--- src/button_tap_hold_classifier_top_macros.svh ---
// Assertion macros for the button tap/hold classifier.
// Included by the top level; depends on nothing else.
`ifndef BUTTON_TAP_HOLD_CLASSIFIER_TOP_MACROS_SVH
`define BUTTON_TAP_HOLD_CLASSIFIER_TOP_MACROS_SVH

// Same-cycle implication, disabled during reset
`define BTHC_ASSERT_NOW(label, clk, rst_n, ante, cons) \
    label: assert property (@(posedge clk) disable iff (!rst_n) (ante) |-> (cons)) \
        else $error("assertion failed");

// Next-cycle implication, disabled during reset
`define BTHC_ASSERT_NEXT(label, clk, rst_n, ante, cons) \
    label: assert property (@(posedge clk) disable iff (!rst_n) (ante) |=> (cons)) \
        else $error("assertion failed");

`endif

--- src/bthc_pkg.sv ---
// Shared types and constants for the button tap/hold classifier.
// Used by bthc_core and button_tap_hold_classifier_top; no dependencies.
package bthc_pkg;

    localparam int TIMER_BITS_DEF = 16;
    localparam int CFG_W          = 16;
    localparam int CFG_IDX_W      = 1;

    localparam logic [CFG_W-1:0] HOLD_RESET    = 16'd100;
    localparam logic [CFG_W-1:0] TIMEOUT_RESET = 16'd40;

    localparam logic [1:0] TAPS_FOR_TRIPLE = 2'd3;

    typedef enum logic [1:0] {
        GEST_SINGLE = 2'd0,
        GEST_DOUBLE = 2'd1,
        GEST_TRIPLE = 2'd2,
        GEST_HOLD   = 2'd3
    } gesture_t;

    typedef enum logic [CFG_IDX_W-1:0] {
        CFG_HOLD    = 1'b0,
        CFG_TIMEOUT = 1'b1
    } cfg_idx_t;

    typedef struct packed {
        logic [CFG_W-1:0] hold_ticks;
        logic [CFG_W-1:0] tap_timeout_ticks;
    } cfg_t;

    typedef struct packed {
        logic     valid;
        gesture_t gesture;
    } result_t;

endpackage

--- src/bthc_core.sv ---
// Classifier state and next-state logic: press/gap timers and tap count.
// Depends on bthc_pkg.
module bthc_core #(
    parameter int TIMER_BITS = bthc_pkg::TIMER_BITS_DEF
) (
    input  logic             clk,
    input  logic             rst_n,
    input  logic             step,
    input  logic             down,
    input  bthc_pkg::cfg_t   cfg,
    output bthc_pkg::result_t res
);
    import bthc_pkg::*;

    localparam int CW = (TIMER_BITS > CFG_W) ? TIMER_BITS : CFG_W;
    localparam logic [TIMER_BITS-1:0] TMAX = {TIMER_BITS{1'b1}};

    logic                  pressed_reg, pressed_next;
    logic [TIMER_BITS-1:0] press_reg,   press_next;
    logic [TIMER_BITS-1:0] gap_reg,     gap_next;
    logic [1:0]            taps_reg,    taps_next;

    logic [TIMER_BITS-1:0] press_inc;
    logic [TIMER_BITS-1:0] gap_inc;
    logic [1:0]            taps_inc;

    // Saturating timer increments and a plain tap-count increment
    assign press_inc = (press_reg == TMAX) ? press_reg : press_reg + 1'b1;
    assign gap_inc   = (gap_reg == TMAX) ? gap_reg : gap_reg + 1'b1;
    assign taps_inc  = taps_reg + 2'd1;

    // Advance state for one sample tick
    always_comb
    begin
        pressed_next = pressed_reg;
        press_next   = press_reg;
        gap_next     = gap_reg;
        taps_next    = taps_reg;
        res          = '0;
        if (step)
        begin
            if (down)
            begin
                pressed_next = 1'b1;
                press_next   = pressed_reg ? press_inc : TIMER_BITS'(1);
            end
            else if (pressed_reg)
            begin
                // release tick: classify the press
                pressed_next = 1'b0;
                gap_next     = '0;
                if (CW'(press_reg) >= CW'(cfg.hold_ticks))
                begin
                    taps_next   = '0;
                    res.valid   = 1'b1;
                    res.gesture = GEST_HOLD;
                end
                else if (taps_inc == TAPS_FOR_TRIPLE)
                begin
                    taps_next   = '0;
                    res.valid   = 1'b1;
                    res.gesture = GEST_TRIPLE;
                end
                else
                begin
                    taps_next = taps_inc;
                end
            end
            else
            begin
                // released: run gap timer, resolve pending taps on timeout
                gap_next = gap_inc;
                if (taps_reg != 2'd0 && CW'(gap_inc) > CW'(cfg.tap_timeout_ticks))
                begin
                    taps_next = '0;
                    res.valid = 1'b1;
                    case (taps_reg)
                        2'd1:    res.gesture = GEST_SINGLE;
                        2'd2:    res.gesture = GEST_DOUBLE;
                        default: res.gesture = GEST_TRIPLE;
                    endcase
                end
            end
        end
    end

    // Hold state
    always_ff @(posedge clk or negedge rst_n)
    begin
        if (!rst_n)
        begin
            pressed_reg <= 1'b0;
            press_reg   <= '0;
            gap_reg     <= '0;
            taps_reg    <= '0;
        end
        else
        begin
            pressed_reg <= pressed_next;
            press_reg   <= press_next;
            gap_reg     <= gap_next;
            taps_reg    <= taps_next;
        end
    end

endmodule

--- src/button_tap_hold_classifier_top.sv ---
// Top level of the button tap/hold classifier: input register, config
// registers, output register. Depends on bthc_pkg, bthc_core and the macro header.
//
//  channel | valid     | stall     | payload
//  --------+-----------+-----------+------------------------------
//  in      | in_valid  | in_stall  | button_down (1 bit)
//  out     | out_valid | out_stall | gesture (2 bits)
//  cfg     | cfg_we    | -         | cfg_index, cfg_data (16 bits)
//
// One sample per cycle sustained while out_stall is low; a gesture passes
// from its sample through the input register, then the output register.
// Reset clears timers, tap count and both stage valids; config returns
// to hold 100 and timeout 40. A stalled result holds the output register;
// one more sample waits in the input register, then in_stall rises.
module button_tap_hold_classifier_top #(
    parameter int TIMER_BITS = bthc_pkg::TIMER_BITS_DEF
) (
    input  logic                            clk,
    input  logic                            rst_n,
    input  logic                            in_valid,
    output logic                            in_stall,
    input  logic                            button_down,
    output logic                            out_valid,
    input  logic                            out_stall,
    output logic [1:0]                      gesture,
    input  logic                            cfg_we,
    input  logic [bthc_pkg::CFG_IDX_W-1:0]  cfg_index,
    input  logic [bthc_pkg::CFG_W-1:0]      cfg_data
);
    import bthc_pkg::*;

    logic     in_vld_reg, in_vld_next;
    logic     in_down_reg;
    logic     out_vld_reg, out_vld_next;
    gesture_t gest_reg;
    cfg_t     cfg_reg, cfg_next;
    logic     out_free;
    logic     step;
    logic     in_accept;
    result_t  res;

    assign out_free  = !out_vld_reg || !out_stall;
    assign step      = in_vld_reg && out_free;
    assign in_stall  = in_vld_reg && !out_free;
    assign in_accept = in_valid && !in_stall;
    assign out_valid = out_vld_reg;
    assign gesture   = gest_reg;

    // Configuration writes
    always_comb
    begin
        cfg_next = cfg_reg;
        if (cfg_we)
        begin
            case (cfg_idx_t'(cfg_index))
                CFG_HOLD:    cfg_next.hold_ticks        = cfg_data;
                CFG_TIMEOUT: cfg_next.tap_timeout_ticks = cfg_data;
                default:     cfg_next = cfg_reg;
            endcase
        end
    end

    // Stage valids
    always_comb
    begin
        in_vld_next = in_vld_reg;
        if (in_accept)
            in_vld_next = 1'b1;
        else if (step)
            in_vld_next = 1'b0;

        out_vld_next = out_vld_reg;
        if (step)
            out_vld_next = res.valid;
        else if (!out_stall)
            out_vld_next = 1'b0;
    end

    always_ff @(posedge clk or negedge rst_n)
    begin
        if (!rst_n)
        begin
            in_vld_reg  <= 1'b0;
            out_vld_reg <= 1'b0;
            cfg_reg     <= '{hold_ticks: HOLD_RESET, tap_timeout_ticks: TIMEOUT_RESET};
        end
        else
        begin
            in_vld_reg  <= in_vld_next;
            out_vld_reg <= out_vld_next;
            cfg_reg     <= cfg_next;
        end
    end

    // Payload registers
    always_ff @(posedge clk)
    begin
        if (in_accept)
            in_down_reg <= button_down;
        if (step)
            gest_reg <= res.gesture;
    end

    bthc_core #(
        .TIMER_BITS(TIMER_BITS)
    ) u_core (
        .clk   (clk),
        .rst_n (rst_n),
        .step  (step),
        .down  (in_down_reg),
        .cfg   (cfg_reg),
        .res   (res)
    );

`include "button_tap_hold_classifier_top_macros.svh"

    // A held sample is never dropped
    `BTHC_ASSERT_NEXT(a_in_hold, clk, rst_n, in_vld_reg && !out_free, in_vld_reg)
    // A gesture is only produced when a sample advances
    `BTHC_ASSERT_NOW(a_res_step, clk, rst_n, res.valid, step)
    // Stall is only raised with a sample waiting
    `BTHC_ASSERT_NOW(a_stall_vld, clk, rst_n, in_stall, in_vld_reg && out_vld_reg)

endmodule
--- config.mk ---
export PLATFORM = sky130hd
export DESIGN_NAME = button_tap_hold_classifier_top
export DESIGN_NICKNAME = d
export VERILOG_FILES = /design/src/bthc_pkg.sv /design/src/bthc_core.sv /design/src/button_tap_hold_classifier_top.sv
export VERILOG_INCLUDE_DIRS = /design/src /design/src/src
export SDC_FILE = /design/constraint.sdc
export NUM_CORES = 1
export LEC_CHECK = 0
export BUFFER_PORTS_ARGS = -buffer_cell sky130_fd_sc_hd__buf_2
export CORE_MARGIN = 10
export CORE_UTILIZATION = 30
export CTS_CLUSTER_SIZE = 16
export DETAILED_ROUTE_END_ITERATION = 10
export SLEW_MARGIN = 20
export SYNTH_ARGS = -nofsm -noshare
export SYNTH_HDL_FRONTEND = slang
export SYNTH_SLANG_ARGS = --single-unit
--- constraint.sdc ---
create_clock -name clk -period 3.7 [get_ports clk]
set_input_delay 0.555 -clock clk [delete_from_list [all_inputs] [get_ports clk]]
set_output_delay 0.555 -clock clk [all_outputs]
set_load 0.01 [all_outputs]
* After elaboration in Yosys (flattened, before gate mapping) *
Cells that the tools add are included.

operators by class
  add/sub/neg operators = 3
  $lt $le $gt $ge = 2
  equality and inequality tests = 7
  mux-type cells = 19
  bitwise logic cells = 2
  reductions and logical operators = 17

operators with widths
  operator                 number
  $mux W16                 4
  $add A16 B1 Y16 const B  2
  $eq A16 B16 Y1 const B   2
  $ge A16 B16 Y1           1
  $gt A16 B16 Y1           1
  $mux W3                  5
  $mux W2                  4
  $reduce_and A2 Y1        3
  $reduce_and A3 Y1        2
  $reduce_bool A2 Y1       3
  $mux W1                  5
  $eq A2 B2 Y1 const B     2
  $logic_and A1 B1 Y1      4
  $logic_not A1 Y1         4
  $pmux W2 S2              1
  $add A2 B1 Y2 const B    1
  $eq A2 B1 Y1 const B     1
  $ne A2 B1 Y1 const B     1
  $ne A2 B2 Y1 const B     1
  $not A1 Y1               2
  $logic_or A1 B1 Y1       1

word-level totals
  register bits = 72
  output and inout bits = 4

* Longest topological paths before layout *
  word-level depth = 8
  mapped depth = 14
  mapped depth without buffers = 13

* Hierarchy *
Synthesis repeated with hierarchy kept, for this count alone.

second synthesis, totals
  cells, all modules = 435
  area, all modules = 4468.0 sq um

by module, submodules not included
  module                          times used  cells each  area an instance (sq um)
  bthc_core                       1           355         3036.7
  button_tap_hold_classifier_top  1           80          1431.4

* Worst setup path after synthesis *
Ideal clock, no wire load.

  path kind = register to register
  start point = register u_core.gap_reg[4]
  end point = register u_core.taps_reg[0]
  setup time = 125 ps
  data arrival time = 3083 ps
  required time = 3575 ps
  path slack = 492 ps
  stages on the path, launching flop included = 15
  path buffers = 2
  period minus slack after synthesis = 3208 ps
  path through = dfrtp_1 buf_2 nand4_1 or3_4 nor4_4 buf_4 nor4_1 or2_2 ha_1 nand4_1 nor3_1 and2_1 o21ai_0 nand3_1 mux2_2

on the way
  longest elaborated chain between the ends = 6
  elaborated cells between the ends (all ways) = 7
  those cells by class = 1 x add/sub; 1 x order compare; 1 x eq/ne; 1 x mux; 3 x reduce/logical

ends and longest elaborated chain
  item                                               RTL line          text
  from (decl)                                        bthc_core.sv:20   logic [TIMER_BITS-1:0] gap_reg, gap_next;
  from (signal assigned)                             bthc_core.sv:101  gap_reg <= gap_next;
  $add A16 B1 Y16 or $eq A16 B16 Y1 (tied branches)  bthc_core.sv:29   assign gap_inc = (gap_reg == TMAX) ? gap_reg : gap_reg + 1'b1;
  $mux W16 *                                         bthc_core.sv:29
  $gt A16 B16 Y1 *                                   bthc_core.sv:73   if (taps_reg != 2'd0 && CW'(gap_inc) > CW'(cfg.tap_timeout_ticks))
  $logic_and A1 B1 Y1 *                              bthc_core.sv:73
  $reduce_bool A2 Y1 (no line) *                     n/a
  $reduce_and A3 Y1 (no line) *                      n/a
  to (signal assigned)                               bthc_core.sv:102  taps_reg <= taps_next;
  to (decl)                                          bthc_core.sv:21   logic [1:0] taps_reg, taps_next;

Mark *: on every way between the ends. The rest lies on a longest branch, timed or not.
A chain may end at the register's enable or synchronous reset.

* Final worst setup path *
  start point = register u_core.gap_reg[3]
  end point = register u_core.taps_reg[0]

Same word-level chain as after synthesis.

==> qor.yml <==
cts_tree: "yes"
cts_hold_buf: 0
grt_overflow: 0
status: "finished clean"
ant_nets: 0
dieArea_mm2: 0.0196
die_width_um: 140
largest_reg_flops: 32
fp.dieH_um: 140
fin_worst_skew_ns: 0.00510
antenna_found_initial: 0
dr.first_iter.drc_count: 237
cts_resized: 0
final_nets: 558
r2r-end: "u_core.taps_reg[0]"
ctsHtreeMaxLevel: 3
period_needed_ns: 3.44
r2r_setup_slack_ns: 0.26
cts_inserted_buffers: 9
post-place-ws_ns: 0.261
synthToLayoutAreaGrowth_pct: 14.9
drt_wl_total_mm: 9.92
fmax_ghz: 0.291
yosysTopAreaCell: "dfrtp_1"
layout_commonest_cell: "dfrtp_1"
ys_seq_area_frac: 0.421
finalHoldViolations: 0
final_cell_mix: "dfrtp_1, nand2_1, inv_1, o21ai_0, ha_1"
start_util: 0.310
crit_start: "u_core.gap_reg[3]"
drv_slew: 0
post-cts-setup-buffers: 0
crit_slowest_cell: "dfrtp_1"
place_congestion: 0.861
tightest_slew_ns: 0.744
postSynthCellCount: 470
cp.arrival_ns: 3.66
synth_edf_count: 3
syn_avg_cell_area_um2: 9.21
ys_warn_count: 0
cp_cell_sequence: "nand4_1 -> or3_4 -> nor4_4 -> buf_4 -> nor4_1 -> or2_2 -> ha_1 -> nand4_1 -> nor3_1 -> and2_1 -> o21ai_0 -> nand3_1 -> mux2_2"
grt_pass1_vias: 3387
post-route-period-util: 0.930
drtPass1Iterations: 5
ys_types: 48
crit_path_end: "u_core.taps_reg[0]"
cts_sinks: 72
maxCapViolCount: 0
netlist_top_cells_area: "dfrtp_1, ha_1, mux2_2"
vias: 3393
ff2ff_path_depth: 13
drcViolationCount: 0
slowest_delay_ns: 0.48
peakVddDrop_mv: 0.170
fill_cells: 1398
yosys_most_used_dff: "dfrtp_1"
ioPinCount: 27
relSlewSlack: 0.502
wl_per_cell_um: 14.6
place_hpwl_mm: 7.39
path_class: "flip-flop to flip-flop"
startpoint_type: "flip-flop"
syn-num-nets: 532
rows: 43
leakage_nw: 2.35
clk_latency_ns: 0.34
setup_viol: 0
core_area_mm2: 0.0140
r2r-start: "u_core.gap_reg[3]"
path_clk_slew_ns: 0.06
rsz0062_at_grt: "false"
endpoint_kind: "flip-flop"
synthArstFlopShare: 0.958
clk_path_buf_depth: 2
cellPowerDensity_mw_per_mm2: 471
cp.required_ns: 3.92
drive_gt1_frac: 0.158
grt_max_degree: 58
yosysTopAreaCellShare: 0.370
cp_common_cell: "nand4_1"
grt_first_pass_wirelength_mm: 16.6
fin_ws_ns: 0.259
syn_area_mm2: 0.00433
track_usage: 0.103
viasPerCell: 4.98
io_buffers: 26
diodes: 0
cts-root-buf: "clkbuf_16"
synth-seq-cells: 72
crit_fanout: 16
tns_ns: 0
hold_path_class: "primary input to asynchronous set/reset pin"
-- power by group --
group / internal (mW) / total (mW) / switching (mW)
combinational: 0.196 / 0.465 / 0.268
sequential: 0.893 / 0.976 / 0.0833
clock: 0.557 / 0.901 / 0.344
-- routing by layer --
metal / wire length, µm / global-route usage / vias up
met5: 0 / 0 / -
met4: 175 / 0.0386 / 0
met3: 345 / 0.0243 / 12
met2: 4890 / 0.176 / 43
met1: 4520 / 0.121 / 1643
li1: - / - / 1695
-- worst min path at each step --
stage / slack [ns] / endpoint / startpoint
floorplan: 0.26 / cfg_reg[0] / rst_n
global placement: 0.47 / u_core.gap_reg[0] / rst_n
detailed placement: 0.47 / u_core.gap_reg[0] / rst_n
CTS: 0.11 / u_core.gap_reg[0] / rst_n
global route: 0.12 / u_core.gap_reg[0] / rst_n
finish: 0.1 / u_core.gap_reg[0] / rst_n
-- kinds of logic (layout without fill, tap and decap cells) --
family / after synthesis / count (layout) / share of synthesized area
muxes: 24 / 24 / 0.0613
DFF: 72 / 72 / 0.421
adders and majority gates: 39 / 39 / 0.113
xor gates and xnor gates: 18 / 18 / 0.0364
buffers and inverters: 58 / 89 / 0.0517
and+or+nand+nor: 178 / 178 / 0.208
AOI/OAI and AO/OA: 81 / 81 / 0.109
-- worst max-delay path: cells and delay by family, from the launching register on --
| family | cells | cell delay (ns) |
|---|---|---|
| multiplexers | 1 | 0.35 |
| AND/OR/NAND/NOR | 9 | 1.86 |
| flip-flops | 1 | 0.48 |
| AO/OA/AOI/OAI | 1 | 0.09 |
| adder cells (fa/ha/maj) | 1 | 0.29 |
| buffers and inverters | 1 | 0.23 |
-- cell usage after synthesis, types with 10 or more instances --
library cell,number
a21oi_1,20
clkbuf_1,15
dfrtp_1,64
ha_1,39
inv_1,39
mux2_2,20
nand2_1,56
nand3_1,19
nand4_1,10
nor2_1,32
nor3_1,15
o21ai_0,39
xor2_1,14
-- stage by stage --
stage	util	hold slack [ns]	total power, mW	instance area [µm²]	instances
6_report	0.356	0.0971	2.34	4970	681
3_5_place_dp	0.334	0.473	1.45	4670	665
3_3_place_gp	0.334	0.474	1.43	4670	665
4_1_cts	0.356	0.105	2.36	4970	681
2_1_floorplan	-	0.259	1.30	4330	470
5_1_grt	0.356	0.125	2.48	4970	681
-- cell type report --
type / instances / area (µm²) / area share
timing repair buffer: 33 / 183 / 0.0367
clock buffer: 11 / 253 / 0.0508
multi-input combinational: 340 / 2290 / 0.460
sequential: 72 / 1820 / 0.367
tap: 180 / 225 / 0.0453
inverter: 40 / 150 / 0.0302
clock inverter: 5 / 53.8 / 0.0108
No activity file was read; power rests on OpenSTA's default activity.
